[src/hdl/lgrd_pkg.sv]
// Package for the limited-length Golomb-Rice decoder: widths, limits and beat types.
`timescale 1ns / 1ps

package lgrd_pkg;

  localparam int VALUE_WIDTH = 32;  // result saturates to 2^VALUE_WIDTH-1
  localparam int MAX_ZEROS   = 64;  // zero bound in plain mode

  localparam int ZC_W   = 7;
  localparam int K_W    = 5;
  localparam int ACC_W  = 32;
  localparam int DOUT_W = 32;
  // zero count shifted by up to 31, plus the accumulator, plus a carry
  localparam int SUM_W  = ZC_W + (1 << K_W) + 1;

  localparam logic [SUM_W-1:0] VALUE_MAX = (SUM_W'(1) << VALUE_WIDTH) - SUM_W'(1);

  typedef struct packed {
    logic            code_bit;
    logic            mode;
    logic [K_W-1:0]  rice_k;
    logic [ZC_W-1:0] zero_limit;
    logic [K_W-1:0]  escape_bits;
  } lgrd_in_t;

  typedef struct packed {
    logic [DOUT_W-1:0] decoded_value;
    logic              escaped;
    logic              code_error;
  } lgrd_out_t;

endpackage

[src/hdl/limited_golomb_rice_decoder_core.sv]
// Top level: bit-serial limited-length Golomb-Rice decoder with registered result.
`timescale 1ns / 1ps

// Usage
//   Input channel (in_valid / in_stall / in_data) carries one code bit per beat,
//   along with mode, rice_k, zero_limit and escape_bits; those four are taken
//   only on the first bit of a codeword and held until its result is out.
//   Output channel (out_valid / out_stall / out_data) carries one decoded value
//   per codeword, with the escape and error flags.
// Throughput: one code bit per clock, sustained, as long as results drain.
//   The decode state (phase, zero count, bits left, accumulator) updates in the
//   same cycle that a bit is accepted.
// Result: registered in the output register, or the skid register on a stall.
// Stall: a result that cannot leave stays in the output register; one more
//   result fits in a skid register, after which in_stall goes high until the
//   output register drains.
// Reset (rst_n low, synchronous): decoder returns to codeword start, both
//   result registers are emptied.
module limited_golomb_rice_decoder_core
  import lgrd_pkg::*;
(
  input  logic      clk,
  input  logic      rst_n,
  input  logic      in_valid,
  output logic      in_stall,
  input  lgrd_in_t  in_data,
  output logic      out_valid,
  input  logic      out_stall,
  output lgrd_out_t out_data
);

  typedef enum logic [1:0] {
    ST_IDLE,
    ST_ZEROS,
    ST_SUFFIX,
    ST_ESCAPE
  } state_t;

  state_t          phase_r, phase_nxt;
  logic [ZC_W-1:0] zc_r, zc_nxt;
  logic [K_W-1:0]  bl_r, bl_nxt;
  logic [ACC_W-1:0] acc_r, acc_nxt;
  logic [K_W-1:0]  held_k_r, held_k_nxt;
  logic [ZC_W-1:0] held_lim_r, held_lim_nxt;
  logic [K_W-1:0]  held_esc_r, held_esc_nxt;
  logic            held_mode_r, held_mode_nxt;

  logic      out_vld_r, out_vld_nxt;
  lgrd_out_t out_r, out_nxt;
  logic      skid_vld_r, skid_vld_nxt;
  lgrd_out_t skid_r, skid_nxt;

  logic            in_fire, start;
  logic            eff_mode;
  logic [K_W-1:0]  eff_k, eff_esc;
  logic [ZC_W-1:0] eff_lim, eff_zc, bound;
  logic [ACC_W-1:0] shift_acc;
  logic [K_W-1:0]  bl_dec;
  logic [SUM_W-1:0] plain_sum, esc_sum, res_sum;
  logic            res_vld, res_esc, res_err, res_sat;
  lgrd_out_t       res;

  assign in_stall  = skid_vld_r;
  assign in_fire   = in_valid && !skid_vld_r;
  assign out_valid = out_vld_r;
  assign out_data  = out_r;

  assign start    = (phase_r == ST_IDLE);
  assign eff_mode = start ? in_data.mode        : held_mode_r;
  assign eff_k    = start ? in_data.rice_k      : held_k_r;
  assign eff_lim  = start ? in_data.zero_limit  : held_lim_r;
  assign eff_esc  = start ? in_data.escape_bits : held_esc_r;
  assign eff_zc   = start ? '0 : zc_r;
  assign bound    = eff_mode ? eff_lim : ZC_W'(MAX_ZEROS);

  assign shift_acc = {acc_r[ACC_W-2:0], in_data.code_bit};
  assign bl_dec    = bl_r - K_W'(1);

  // suffix comes from the shifted accumulator only on the last suffix bit
  assign plain_sum = (SUM_W'(eff_zc) << eff_k)
                   + ((phase_r == ST_SUFFIX) ? SUM_W'(shift_acc) : '0);
  assign esc_sum   = ((phase_r == ST_ESCAPE) ? SUM_W'(shift_acc) : '0) + SUM_W'(1);

  assign res_sat = (res_sum > VALUE_MAX);
  always_comb begin
    res.decoded_value = res_sat ? VALUE_MAX[DOUT_W-1:0] : res_sum[DOUT_W-1:0];
    res.escaped       = res_esc;
    res.code_error    = res_err | res_sat;
  end

  // decode step for the accepted bit
  always_comb begin
    phase_nxt     = phase_r;
    zc_nxt        = zc_r;
    bl_nxt        = bl_r;
    acc_nxt       = acc_r;
    held_k_nxt    = held_k_r;
    held_lim_nxt  = held_lim_r;
    held_esc_nxt  = held_esc_r;
    held_mode_nxt = held_mode_r;
    res_vld       = 1'b0;
    res_esc       = 1'b0;
    res_err       = 1'b0;
    res_sum       = plain_sum;
    if (in_fire) begin
      unique case (phase_r) inside
        ST_IDLE, ST_ZEROS: begin
          if (start) begin
            held_mode_nxt = in_data.mode;
            held_k_nxt    = in_data.rice_k;
            held_lim_nxt  = in_data.zero_limit;
            held_esc_nxt  = in_data.escape_bits;
          end
          zc_nxt    = eff_zc;
          bl_nxt    = '0;
          acc_nxt   = '0;
          phase_nxt = ST_ZEROS;
          if (!in_data.code_bit) begin
            if (eff_zc >= bound) begin
              // too many zeros: end the codeword with a saturated error
              res_vld = 1'b1;
              res_err = 1'b1;
              res_sum = VALUE_MAX;
            end else begin
              zc_nxt = eff_zc + ZC_W'(1);
            end
          end else if (eff_mode && (eff_zc == eff_lim)) begin
            if (eff_esc == '0) begin
              res_vld = 1'b1;
              res_esc = 1'b1;
              res_sum = esc_sum;
            end else begin
              bl_nxt    = eff_esc;
              phase_nxt = ST_ESCAPE;
            end
          end else if (eff_k == '0) begin
            res_vld = 1'b1;
          end else begin
            bl_nxt    = eff_k;
            phase_nxt = ST_SUFFIX;
          end
        end
        ST_SUFFIX, ST_ESCAPE: begin
          acc_nxt = shift_acc;
          bl_nxt  = bl_dec;
          if (bl_dec == '0) begin
            res_vld = 1'b1;
            if (phase_r == ST_ESCAPE) begin
              res_esc = 1'b1;
              res_sum = esc_sum;
            end
          end
        end
      endcase
      if (res_vld) begin
        phase_nxt = ST_IDLE;
        zc_nxt    = '0;
        bl_nxt    = '0;
        acc_nxt   = '0;
      end
    end
  end

  // output register plus one skid entry
  always_comb begin
    out_vld_nxt  = out_vld_r;
    out_nxt      = out_r;
    skid_vld_nxt = skid_vld_r;
    skid_nxt     = skid_r;
    if (!out_vld_r || !out_stall) begin
      if (skid_vld_r) begin
        out_vld_nxt  = 1'b1;
        out_nxt      = skid_r;
        skid_vld_nxt = 1'b0;
      end else begin
        out_vld_nxt = res_vld;
        out_nxt     = res;
      end
    end else if (res_vld) begin
      skid_vld_nxt = 1'b1;
      skid_nxt     = res;
    end
  end

  always_ff @(posedge clk) begin
    if (!rst_n) begin
      phase_r     <= ST_IDLE;
      zc_r        <= '0;
      bl_r        <= '0;
      acc_r       <= '0;
      held_k_r    <= '0;
      held_lim_r  <= '0;
      held_esc_r  <= '0;
      held_mode_r <= 1'b0;
      out_vld_r   <= 1'b0;
      skid_vld_r  <= 1'b0;
    end else begin
      phase_r     <= phase_nxt;
      zc_r        <= zc_nxt;
      bl_r        <= bl_nxt;
      acc_r       <= acc_nxt;
      held_k_r    <= held_k_nxt;
      held_lim_r  <= held_lim_nxt;
      held_esc_r  <= held_esc_nxt;
      held_mode_r <= held_mode_nxt;
      out_vld_r   <= out_vld_nxt;
      skid_vld_r  <= skid_vld_nxt;
    end
    out_r  <= out_nxt;
    skid_r <= skid_nxt;
  end

`ifndef NO_ASSERTIONS
  // skid entry is only ever filled behind a full output register
  a_skid_behind_out: assert property (@(posedge clk) disable iff (!rst_n)
    skid_vld_r |-> out_vld_r)
    else $error("skid holds a beat while output register is empty");

  // every result closes its codeword
  a_result_ends_code: assert property (@(posedge clk) disable iff (!rst_n)
    res_vld |=> (phase_r == ST_IDLE) && (zc_r == '0) && (acc_r == '0))
    else $error("decoder not back at codeword start after a result");

  // an error result always carries the saturated value
  a_error_saturates: assert property (@(posedge clk) disable iff (!rst_n)
    out_vld_r && out_r.code_error |-> out_r.decoded_value == VALUE_MAX[DOUT_W-1:0])
    else $error("error result without saturated value");

  a_reset_state: assert property (@(posedge clk)
    !rst_n |=> (phase_r == ST_IDLE) && !out_vld_r && !skid_vld_r)
    else $error("reset did not return decoder to start");
`endif

endmodule
[config.mk]
export PLATFORM = sky130hd
export DESIGN_NAME = limited_golomb_rice_decoder_core
export DESIGN_NICKNAME = d
export VERILOG_FILES = /design/src/hdl/lgrd_pkg.sv /design/src/hdl/limited_golomb_rice_decoder_core.sv
export SDC_FILE = /design/constraint.sdc
export NUM_CORES = 1
export LEC_CHECK = 0
export BUFFER_PORTS_ARGS = -buffer_cell sky130_fd_sc_hd__buf_2
export CAP_MARGIN = 20
export CORE_MARGIN = 1.5
export CORE_UTILIZATION = 58
export CTS_BUF_LIST = sky130_fd_sc_hd__clkbuf_8
export DETAILED_ROUTE_END_ITERATION = 10
export PLACE_DENSITY = 0.79
export RECOVER_POWER = 25
export SLEW_MARGIN = 20
export SYNTH_ARGS = -nofsm -noshare
export SYNTH_HDL_FRONTEND = slang
export SYNTH_SLANG_ARGS = --single-unit
[constraint.sdc]
create_clock -name clk -period 5.72 [get_ports clk]
set_input_delay 0.858 -clock clk [delete_from_list [all_inputs] [get_ports clk]]
set_output_delay 0.858 -clock clk [all_outputs]
set_load 0.05 [all_outputs]
==> qor.yml, run 1 <==
crit_chain: "nor2_2, buf_12, nor4_1, nor2_1, o22ai_1, and2_1, ha_1, o21ai_0, a21oi_1, a2111oi_2, a2111oi_4, o31a_1, a2111oi_0, a211o_1, nor3_2, buf_4, a2bb2oi_1"
p_per_area_mw_per_mm2: 210.1
die_w_um: 136.1
fin_hold_ws_ns: 0.4746
synth_cell_types: 81
max_freq_ghz: 0.1891
cp_max_fo: 30
detail_route.first_pass.iterations: 6
clkLatencyLatePin_ns: 0.48
yosysMostFrequentCell: "nand2_1"
violations: "max-capacitance violations, max-slew violations"
worst_setup_path_end_kind: "flip-flop"
track_usage: 0.3566
status: "finished with violations"
seq_area_frac_synth: 0.3254
worstHoldPathType: "flip-flop to flip-flop"
synth-xor-area-share: 0.05286
worst_pin_slew_ns: 2.340
clock-sinks: 133
synth_fp_nets: 1390
syn_inst: 1323
gp_congestion: 0.9797
clk_pin_slew_ns: 0.08
die_y_um: 136.1
root_buffer: "clkbuf_8"
ys_warn_count: 0
grt_pass1_wl_um: 51050
antenna_cells: 0
fin_total_pwr_w: 0.002344
synth_edf_count: 68
antenna_found_initial: 0
yosysTopAreaCellShare: 0.1988
finalNetCount: 1411
h-tree-depth: 4
drv_slew: 38
synth_area_per_cell_um2: 7.765
synthAdderAreaFrac: 0.05432
grt_pass1_vias: 9322
synthTopCellsByCount: "240 x nand2_1, 132 x a21oi_1, 108 x nor2_1"
die_area_mm2: 0.01852
final.setup_skew_ns: 0.01615
drive_gt1_frac: 0.09506
ys.flop_type: "edfxtp_1"
critPathBufInv: 2
cts_buffer_depth: 2
netlist.top_cell.by_area: "edfxtp_1"
p_leak_nw: 4.343
cp.required_ns: 6.03
rows: 48
drtIter0Drc: 1168
drc: 0
place_ws_ns: 0.3744
worstSetupPathType: "flip-flop to flip-flop"
synth_top_family_by_area: "compound AO/OA/AOI/OAI gates"
fin_crit_sh: 0.9247
routed-via-count: 10440
ys_top_cells_by_area: "edfxtp_1 20%, dfxtp_1 13%, nand2_1 8.8%, a21oi_1 6.4%, ha_1 5.2%"
setup_tns_ns: 0
synth_seq_cells: 133
hold_buffers: 0
cts_made_buffers: 17
rsz0062_at_grt: "false"
dp_hpwl_um: 24180
setup_violations: 0
initial_core_util: 0.5940
max_stage_delay_ns: 0.60
syn_to_final_growth_pct: 8.623
finalWorstSetupSlack_ns: 0.4309
async_flop_share: 0
ir_worst_vdd_mv: 0.1752
io_pins: 59
synth_compound_area_frac: 0.2505
crit_family: "compound AO/OA/AOI/OAI gates"
maxCapViolations: 1
drt-vias-per-instance: 6.599
max_slew_margin: -0.5600
min_period_ns: 5.289
drt_wl_total_um: 32660
routedWlPerCell_um: 20.64
critPathLaunchType: "flip-flop"
grt_overflow_total: 0
grt_max_degree: 38
worstPathArrival_ns: 5.60
synthSimpleGateAreaFrac: 0.2492
synth.area.mux_share: 0.02083
antenna_left: 0
cts_tree: "built"
core-area_mm2: 0.01730
finalHoldViolCount: 0
portBuffers: 58
cpMaxStageDelayCell: "nor4_1"
netlist_area_mm2: 0.01027
[cell families (layout without fill, tap and decap cells)]
logic type      after synthesis  after routing
compound gates              388            388
xor+xnor                     62             62
fa+ha+maj                    44             44
buf+inv                     122            156
flops                       133            133
mux                          16             16
simple gates                558            558
[sequential cells by signal (all words and copies together), names as in the netlist]
name,cells
held_lim_r,7
zc_r,7
held_k_r,5
phase_r,2
skid_r,34
bl_r,5
held_esc_r,5
in_stall,1
out_valid,1
held_mode_r,1
out_data,34
acc_r,31
[where the power goes]
part | total [W] | switching [W] | internal, W
clock | 0.000887 | 0.000444 | 0.000443
sequential | 0.00106 | 0.0000280 | 0.00104
combinational | 0.000393 | 0.000283 | 0.000110
total | 0.00234 | 0.000755 | 0.00159
[per-layer routing]
layer / track usage / vias to the layer above / share of wire
li1: - / 4862 / -
met1: 0.4732 / 4903 / 0.41
met2: 0.5572 / 571 / 0.45
met3: 0.08128 / 104 / 0.093
met4: 0.1531 / 0 / 0.041
met5: 0 / - / 0
[path summary, 6_finish.rpt]
kind / cells after the start / startpoint / to / slack, ns
setup / recovery: 17 / phase_r[0] / out_data[29] / 0.43
hold / removal: 2 / held_esc_r[2] / held_esc_r[2] / 0.47
setup reg to reg: 17 / phase_r[0] / out_data[29] / 0.43
hold reg to reg: 2 / held_esc_r[2] / held_esc_r[2] / 0.47
[worst min-delay path: stages, from the launching register on]
cell	delay [ns]
dfxtp_1	0.32
nand2_1	0.06
a21oi_1	0.05
[per-stage QoR]
step,utilization,instance area [um2],cells
6_report,0.6452,11160,1582
3_3_place_gp,0.6223,10760,1550
3_5_place_dp,0.6225,10770,1550
5_1_grt,0.6452,11160,1582
2_1_floorplan,-,10270,1323
4_1_cts,0.6471,11190,1582
[layout make-up]
class | count | area, um2
clock buffer | 17 | 234.0
clock inverter | 15 | 192.7
fill | 1538 | 6137
inverter | 36 | 135.1
multi-input combinational | 1068 | 6479
sequential | 133 | 3344
tap | 225 | 281.5
timing repair buffer | 88 | 493.0
[cells in the final DEF (no fill, tap or decap), types with 8 or more instances in the layout]
master,synthesis,layout
nand2_1,240,238
a21oi_1,132,132
nor2_1,108,105
edfxtp_1,68,68
dfxtp_1,65,64
o21ai_0,61,61
and2_1,47,47
ha_1,43,43
nand3_1,42,42
inv_1,35,35
xnor2_1,34,34
buf_2,10,33
nor3_1,32,31
a2bb2oi_1,31,31
xor2_1,28,28
buf_4,1,28
clkbuf_1,72,26
nand4_1,25,25
clkbuf_8,0,17
a31oi_1,15,15
o22ai_1,15,15
a211oi_1,15,15
and3_1,14,14
o211ai_1,12,12
nand2b_1,11,11
a21o_1,10,10
mux2i_1,9,9
a22oi_1,8,8
o21bai_1,8,8
[repair_timing]
| item | 4_1_cts | 5_1_grt |
|---|---|---|
| setup endpoints to repair | 0 | 2 |
| gates resized for setup | 0 | 1 |
| buffers inserted | 0 | 0 |
Note: power is estimated with default switching activity, not from simulation.
==> run 2, diff against run 1 <==
--- a/config.mk
+++ b/config.mk
@@ -7,11 +7,14 @@
 export LEC_CHECK = 0
 export BUFFER_PORTS_ARGS = -buffer_cell sky130_fd_sc_hd__buf_2
 export CAP_MARGIN = 20
+export CELL_PAD_IN_SITES_DETAIL_PLACEMENT = 1
+export CELL_PAD_IN_SITES_GLOBAL_PLACEMENT = 1
+export CORE_ASPECT_RATIO = 0.6
 export CORE_MARGIN = 1.5
-export CORE_UTILIZATION = 58
+export CORE_UTILIZATION = 43
 export CTS_BUF_LIST = sky130_fd_sc_hd__clkbuf_8
 export DETAILED_ROUTE_END_ITERATION = 10
-export PLACE_DENSITY = 0.79
+export PLACE_DENSITY_LB_ADDON = 0.1
 export RECOVER_POWER = 25
 export SLEW_MARGIN = 20
 export SYNTH_ARGS = -nofsm -noshare
==> qor.yml, run 2 (same netlist as run 1, synthesis figures left out) <==
combPwrFrac: 0.179  # +0.012
drt-vias-per-instance: 6.314  # -4.3%
drv_slew: 38  # unchanged
p_sw_frac: 0.3193  # -0.002904
drc: 0  # unchanged
reg2reg_from: "phase_r[0]"
gp_congestion: 0.9642  # -1.6%
syn_to_final_growth_pct: 11.11
instances_no_fill: 1687  # +6.6%
worstSetupPathType: "flip-flop to flip-flop"
min_period_ns: 5.381  # +0.09141 ns
max_freq_ghz: 0.1859  # -1.7%
max_slew_margin: -0.2228  # +0.3372
antenna_found_initial: 0  # unchanged
portBuffers: 58  # unchanged
power.share.clock: 0.376  # -0.002
fin_crit_sh: 0.9406  # +0.01598
fin_hold_ws_ns: 0.4797  # +0.005094 ns
routed-via-count: 10652  # +2.0%
finalNetCount: 1426  # +1.1%
rows: 43  # -10%
power.switching_w: 0.0007667  # +1.5%
cp.required_ns: 5.93  # -0.10 ns
drive_gt1_frac: 0.1057  # +0.01062
die_y_um: 122.7  # -9.8%
initial_core_util: 0.4410  # -0.1530
cts_buffer_depth: 2  # unchanged
setup_tns_ns: 0  # unchanged
worst_setup_path_end_kind: "flip-flop"
final.setup_skew_ns: 0.02236  # +0.006207 ns
mostFrequentLayoutCells: "239 x nand2_1, 132 x a21oi_1, 104 x nor2_1, 68 x edfxtp_1, 63 x dfxtp_1"
ff2ff_setup_slack_ns: 0.34  # -0.09 ns
root_buffer: "clkbuf_8"
pwr-share-seq: 0.445  # -0.009
r2r_cells: 18  # +1
status: "finished with violations"
antenna_left: 0  # unchanged
p_per_area_mw_per_mm2: 210.4  # +0.15%
die_w_um: 202.6  # +49%
cpMaxStageDelayCell: "dfxtp_1"
grt_max_degree: 38  # unchanged
setup_violations: 0  # unchanged
p_int_w: 0.001635  # +2.9%
die_area_mm2: 0.02486  # +34%
grt_pass1_wl_um: 62650  # +23%
max_stage_delay_ns: 0.62  # +0.02 ns
hold_buffers: 0  # unchanged
routedWlPerCell_um: 24.36  # +18%
violations: "max-capacitance violations, max-slew violations"
finalHoldViolCount: 0  # unchanged
clkLatencyLatePin_ns: 0.49  # about the same
seq_area_mm2: 0.003346  # about the same
ir_worst_vdd_mv: 0.1382  # -21%
dp_cells: 1653  # +6.6%
track_usage: 0.3367  # -0.01995
core-area_mm2: 0.02330  # +35%
hold-path-endpoint: "held_esc_r[2]"
utilization: 0.4900  # -0.1552
crit_chain: "nor2_4, or3_1, nor2_1, a31oi_1, nand2_1, o21ai_0, nor2_1, ha_1, a21oi_1, o21ai_0, a22oi_1, a311o_1, o21ai_0, mux2i_1, a31oi_1, nor3_2, buf_6, a32oi_1"
final_common_cell: "nand2_1"
maxCapViolations: 1  # unchanged
r2r_end: "out_data[5]"
dp_hpwl_um: 31610  # +31%
cts_made_buffers: 17  # unchanged
critPathLaunchType: "flip-flop"
worstPathArrival_ns: 5.59  # about the same
crit_path_frequent_cell: "o21ai_0"
whs_path_depth: 2  # unchanged
io_pins: 59  # unchanged
p_leak_nw: 4.429  # +2.0%
fin_total_pwr_w: 0.002401  # +2.4%
antenna_cells: 0  # unchanged
multi_input_area_mm2: 0.006494  # +0.23%
h-tree-depth: 4  # unchanged
clk_pin_slew_ns: 0.08  # about the same
clock-sinks: 133  # unchanged
detail_route.first_pass.iterations: 5  # -1
min_from: "held_esc_r[2]"
cp_max_fo: 30  # unchanged
grt_pass1_vias: 10172  # +9.1%
worst_pin_slew_ns: 1.830  # -0.5102 ns
drt_wl_total_um: 41090  # +26%
drtIter0Drc: 1127  # -3.5%
rsz0062_at_grt: "false"
worstHoldPathType: "flip-flop to flip-flop"
grt_overflow_total: 0  # unchanged
fillerInstances: 2930  # +91%
cts_tree: "built"
-- run 2: layout make-up --
class	count	share of cell area
Clock buffer	18	0.02170
Tap cell	315	0.03453
Multi-Input combinational cell	1068	0.5689
Clock inverter	14	0.01622
Inverter	36	0.01184
Timing Repair Buffer	103	0.05371
Sequential cell	133	0.2931
-- run 2: timing repair --
| item | in CTS | in global routing |
|---|---|---|
| resized for setup | 0 | 8 |
| endpoints found under the hold margin | 0 | 0 |
| endpoints found under the setup margin | 0 | 66 |
| setup buffers | 0 | 2 |
-- run 2: metrics by stage --
step / instance area [um2] / worst slack [ns]
floorplan: 10270 / 0.4159
global placement: 10980 / 0.2155
detailed placement: 10980 / 0.08888
CTS: 11410 / 0.05100
global route: 11410 / 0.05569
finish: 11410 / 0.3395
-- run 2: metal layers --
metal | up-vias | global-route usage | share of wire
met5 | - | 0 | 0
met4 | 0 | 0.06898 | 0.012
met3 | 40 | 0.1062 | 0.11
met2 | 444 | 0.4565 | 0.39
met1 | 5278 | 0.5111 | 0.49
li1 | 4890 | - | -
-- run 2: worst max-delay path, delay by kind of cell, from the launching register on --
kind	cells	cell delay, ns
buffers and inverters	1	0.29
and+or+nand+nor	6	1.56
AOI/OAI and AO/OA	9	2.04
muxes	1	0.17
DFF	1	0.62
adders and majority gates	1	0.41
-- run 2: how the worst max path moves through the flow --
stage           startpoint           to  slack, ns  cells past startpoint
3_3_place_gp   held_k_r[0]  out_data[6]       0.22                     16
4_1_cts        held_k_r[0]  out_data[5]       0.05                     16
5_1_grt         phase_r[1]   skid_r[13]       0.06                     20
3_5_place_dp   held_k_r[0]  out_data[5]       0.09                     16
2_1_floorplan   phase_r[0]    skid_r[0]       0.42                     17
6_report        phase_r[0]  out_data[5]       0.34                     18
-- run 2: power groups by stage --
stage | clock network [W] | logic (W) | registers (W)
after detailed placement | 0 | 0.000420 | 0.00109
after CTS | 0.000916 | 0.000422 | 0.00107
after floorplan | 0 | 0.000210 | 0.00114
after global routing | 0.000949 | 0.000459 | 0.00107
final | 0.000903 | 0.000430 | 0.00107
after global placement | 0 | 0.000412 | 0.00109
==> run 3, diff against run 2 <==
--- a/config.mk
+++ b/config.mk
@@ -5,17 +5,18 @@
 export SDC_FILE = /design/constraint.sdc
 export NUM_CORES = 1
 export LEC_CHECK = 0
+export ABC_AREA = 1
 export BUFFER_PORTS_ARGS = -buffer_cell sky130_fd_sc_hd__buf_2
 export CAP_MARGIN = 20
 export CELL_PAD_IN_SITES_DETAIL_PLACEMENT = 1
 export CELL_PAD_IN_SITES_GLOBAL_PLACEMENT = 1
 export CORE_ASPECT_RATIO = 0.6
 export CORE_MARGIN = 1.5
-export CORE_UTILIZATION = 43
+export CORE_UTILIZATION = 42
 export CTS_BUF_LIST = sky130_fd_sc_hd__clkbuf_8
 export DETAILED_ROUTE_END_ITERATION = 10
 export PLACE_DENSITY_LB_ADDON = 0.1
-export RECOVER_POWER = 25
+export RECOVER_POWER = 50
 export SLEW_MARGIN = 20
 export SYNTH_ARGS = -nofsm -noshare
 export SYNTH_HDL_FRONTEND = slang
==> qor.yml, run 3 <==
syn_to_final_growth_pct: 8.884
syn_inst: 1589  # +20%
min_period_ns: 5.223  # -0.1574 ns
post_cts_buffers: 0  # unchanged
ir_worst_vdd_mv: 0.1387  # +0.35%
antenna_left: 0  # unchanged
cts_tree: "built"
crit_family: "simple AND/OR/NAND/NOR gates"
fin_crit_sh: 0.9131  # -0.02753
worstPathArrival_ns: 5.47  # -0.12 ns
drt-vias-per-instance: 5.642  # -11%
crit_path_frequent_cell: "nand2_1"
fin_total_pwr_w: 0.002864  # +19%
clk_pin_slew_ns: 0.10  # +0.02 ns
die_y_um: 126.5  # +3.1%
synth_compound_area_frac: 0.1383  # -0.1122
synth_seq_cells: 133  # unchanged
ys_top_cells_by_area: "edfxtp_1 19%, nand2_1 16%, dfxtp_1 12%, nor2_1 8.3%, inv_1 5.3%"
hold-path-endpoint: "acc_r[30]"
worst_setup_path_end_kind: "flip-flop"
grt_pass1_wl_um: 62810  # +0.25%
final.setup_skew_ns: 0.02935  # +0.006996 ns
power.switching_w: 0.001191  # +55%
finalNetCount: 1704  # +19%
violations: "max-capacitance violations, max-slew violations"
place_ws_ns: 0.5989  # +0.5101 ns
worstSetupPathType: "flip-flop to flip-flop"
gp_congestion: 0.9648  # about the same
synth_area_per_cell_um2: 6.718  # -13%
dp_hpwl_um: 32170  # +1.8%
die_area_mm2: 0.02641  # +6.3%
combPwrFrac: 0.313  # +0.134
maxCapViolations: 3  # +2
dp_cells: 1940  # +17%
grt_max_degree: 74  # +95%
mostFrequentLayoutCells: "445 x nand2_1, 234 x nor2_1, 152 x inv_1, 85 x nand3_1"
critPathLaunchType: "flip-flop"
clock-sinks: 133  # unchanged
fin_hold_ws_ns: 0.4874  # +0.007729 ns
synth_edf_count: 68  # unchanged
routedWlPerCell_um: 20.51  # -16%
track_usage: 0.3123  # -0.02438
root_buffer: "clkbuf_8"
p_sw_frac: 0.4158  # +0.09657
fillerInstances: 3292  # +12%
antenna_found_initial: 0  # unchanged
synth_cell_types: 51  # -37%
io_pins: 59  # unchanged
seq_area_mm2: 0.003343  # about the same
worstHoldPathType: "flip-flop to flip-flop"
rsz0062_at_grt: "false"
instances_no_fill: 1972  # +17%
final_common_cell: "nand2_1"
p_per_area_mw_per_mm2: 246.4  # +17%
synthTopCellsByCount: "445 x nand2_1, 236 x nor2_1, 152 x inv_1"
grt_pass1_vias: 10553  # +3.7%
synthAdderAreaFrac: 0.05227  # -0.002044
max_slew_margin: -0.4005  # -0.1777
ys_warn_count: 0  # unchanged
yosysTopAreaCellShare: 0.1913  # -0.007478
setup_violations: 0  # unchanged
core-area_mm2: 0.02455  # +5.4%
cp_max_fo: 33  # +10%
netlist_area_mm2: 0.01068  # +3.9%
hold_buffers: 0  # unchanged
rows: 44  # +2.3%
worst_pin_slew_ns: 2.101  # +0.2710 ns
cp.required_ns: 5.97  # +0.04 ns
drv_slew: 113  # +200%
yosysMostFrequentCell: "nand2_1"
power.share.clock: 0.284  # -0.092
finalHoldViolCount: 0  # unchanged
max_stage_delay_ns: 0.55  # -0.07 ns
synth_fp_nets: 1656  # +19%
pwr-share-seq: 0.402  # -0.043
netlist.top_cell.by_area: "edfxtp_1"
cpMaxStageDelayCell: "dfxtp_1"
synthSimpleGateAreaFrac: 0.3649  # +0.1157
drive_gt1_frac: 0.09030  # -0.01538
h-tree-depth: 4  # unchanged
reg2reg_from: "phase_r[1]"
min_from: "acc_r[30]"
drc: 0  # unchanged
grt_overflow_total: 0  # unchanged
critPathBufInv: 5  # +4
synth.area.mux_share: 0  # -0.02083
seq_area_frac_synth: 0.3132  # -0.01224
synth_top_family_by_area: "simple AND/OR/NAND/NOR gates"
setup_tns_ns: 0  # unchanged
antenna_cells: 0  # unchanged
status: "finished with violations"
initial_core_util: 0.4348  # -0.006227
r2r_end: "out_data[19]"
detail_route.first_pass.iterations: 5  # unchanged
p_leak_nw: 5.059  # +14%
r2r_cells: 28  # +10
whs_path_depth: 2  # unchanged
max_freq_ghz: 0.1915  # +3.0%
clkLatencyLatePin_ns: 0.51  # +0.02 ns
drt_wl_total_um: 40440  # -1.6%
async_flop_share: 0  # unchanged
cts_made_buffers: 17  # unchanged
drtIter0Drc: 1028  # -8.8%
finalWorstSetupSlack_ns: 0.4969  # +0.1574 ns
ff2ff_setup_slack_ns: 0.50  # +0.16 ns
die_w_um: 208.8  # +3.1%
cts_buffer_depth: 2  # unchanged
multi_input_area_mm2: 0.006434  # -0.92%
ys.flop_type: "edfxtp_1"
synth-xor-area-share: 0.04677  # -0.006091
routed-via-count: 11126  # +4.4%
p_int_w: 0.001673  # +2.4%
portBuffers: 58  # unchanged
cts_resized: 0  # unchanged
-- run 3: changes by cell type in the layout (fill, tap and decap cells not counted), sizes merged, moves of 45 or more --
cell	before	now
nor2	108	250
a21oi	132	79
nand3	42	119
nand2	240	455
inv	38	162
and2	47	2
-- run 3: how the worst max path moves through the flow --
stage | from | to | slack (ns) | depth (start not counted)
detailed placement | in_data[13] | out_data[0] | 0.60 | 28
global route | phase_r[1] | out_data[19] | 0.07 | 29
floorplan | in_data[17] | skid_r[0] | 1.57 | 14
global placement | in_data[13] | out_data[0] | 0.69 | 27
finish | phase_r[1] | out_data[19] | 0.50 | 28
CTS | phase_r[1] | out_data[19] | 0.60 | 28
-- run 3: tightest hold or removal path, delay by kind of cell, from the launching register on --
family          cells  cell delay (ns)
compound gates      1             0.06
flops               1             0.32
simple gates        1             0.06
-- run 3: per-stage QoR --
step                        util  instance area, um2
after detailed placement  0.4604               11300
after global placement    0.4604               11300
after CTS                 0.4758               11680
after floorplan                -               10680
after global routing      0.4734               11620
final                     0.4734               11620
-- run 3: logic make-up (layout without fill, tap and decap cells) --
group	after synthesis	in the layout
AO/OA/AOI/OAI	251	251
XOR/XNOR	57	57
AND/OR/NAND/NOR	888	888
adder cells (fa/ha/maj)	44	44
buffers and inverters	216	277
flip-flops	133	133
-- run 3: cell type report --
cell class	count	share of cell area
inverter	159	0.05135
timing repair buffer	86	0.04026
multi-input combinational	1240	0.5535
clock inverter	15	0.01249
sequential	133	0.2876
tap	322	0.03466
clock buffer	17	0.02013
-- run 3: per-layer routing --
metal | up-vias | GRT usage | share of wire
li1 | 5353 | - | -
met1 | 5385 | 0.5061 | 0.54
met2 | 368 | 0.4065 | 0.37
met3 | 20 | 0.07601 | 0.090
met4 | 0 | 0.05456 | 0.0082
met5 | - | 0 | 0
-- run 3: power groups by stage --
stage	logic [W]	clock network [W]	registers, W
after floorplan	0.000441	0	0.00136
after global placement	0.000868	0	0.00117
after detailed placement	0.000893	0	0.00117
after CTS	0.000897	0.000819	0.00115
after global routing	0.000966	0.000848	0.00116
final	0.000898	0.000814	0.00115
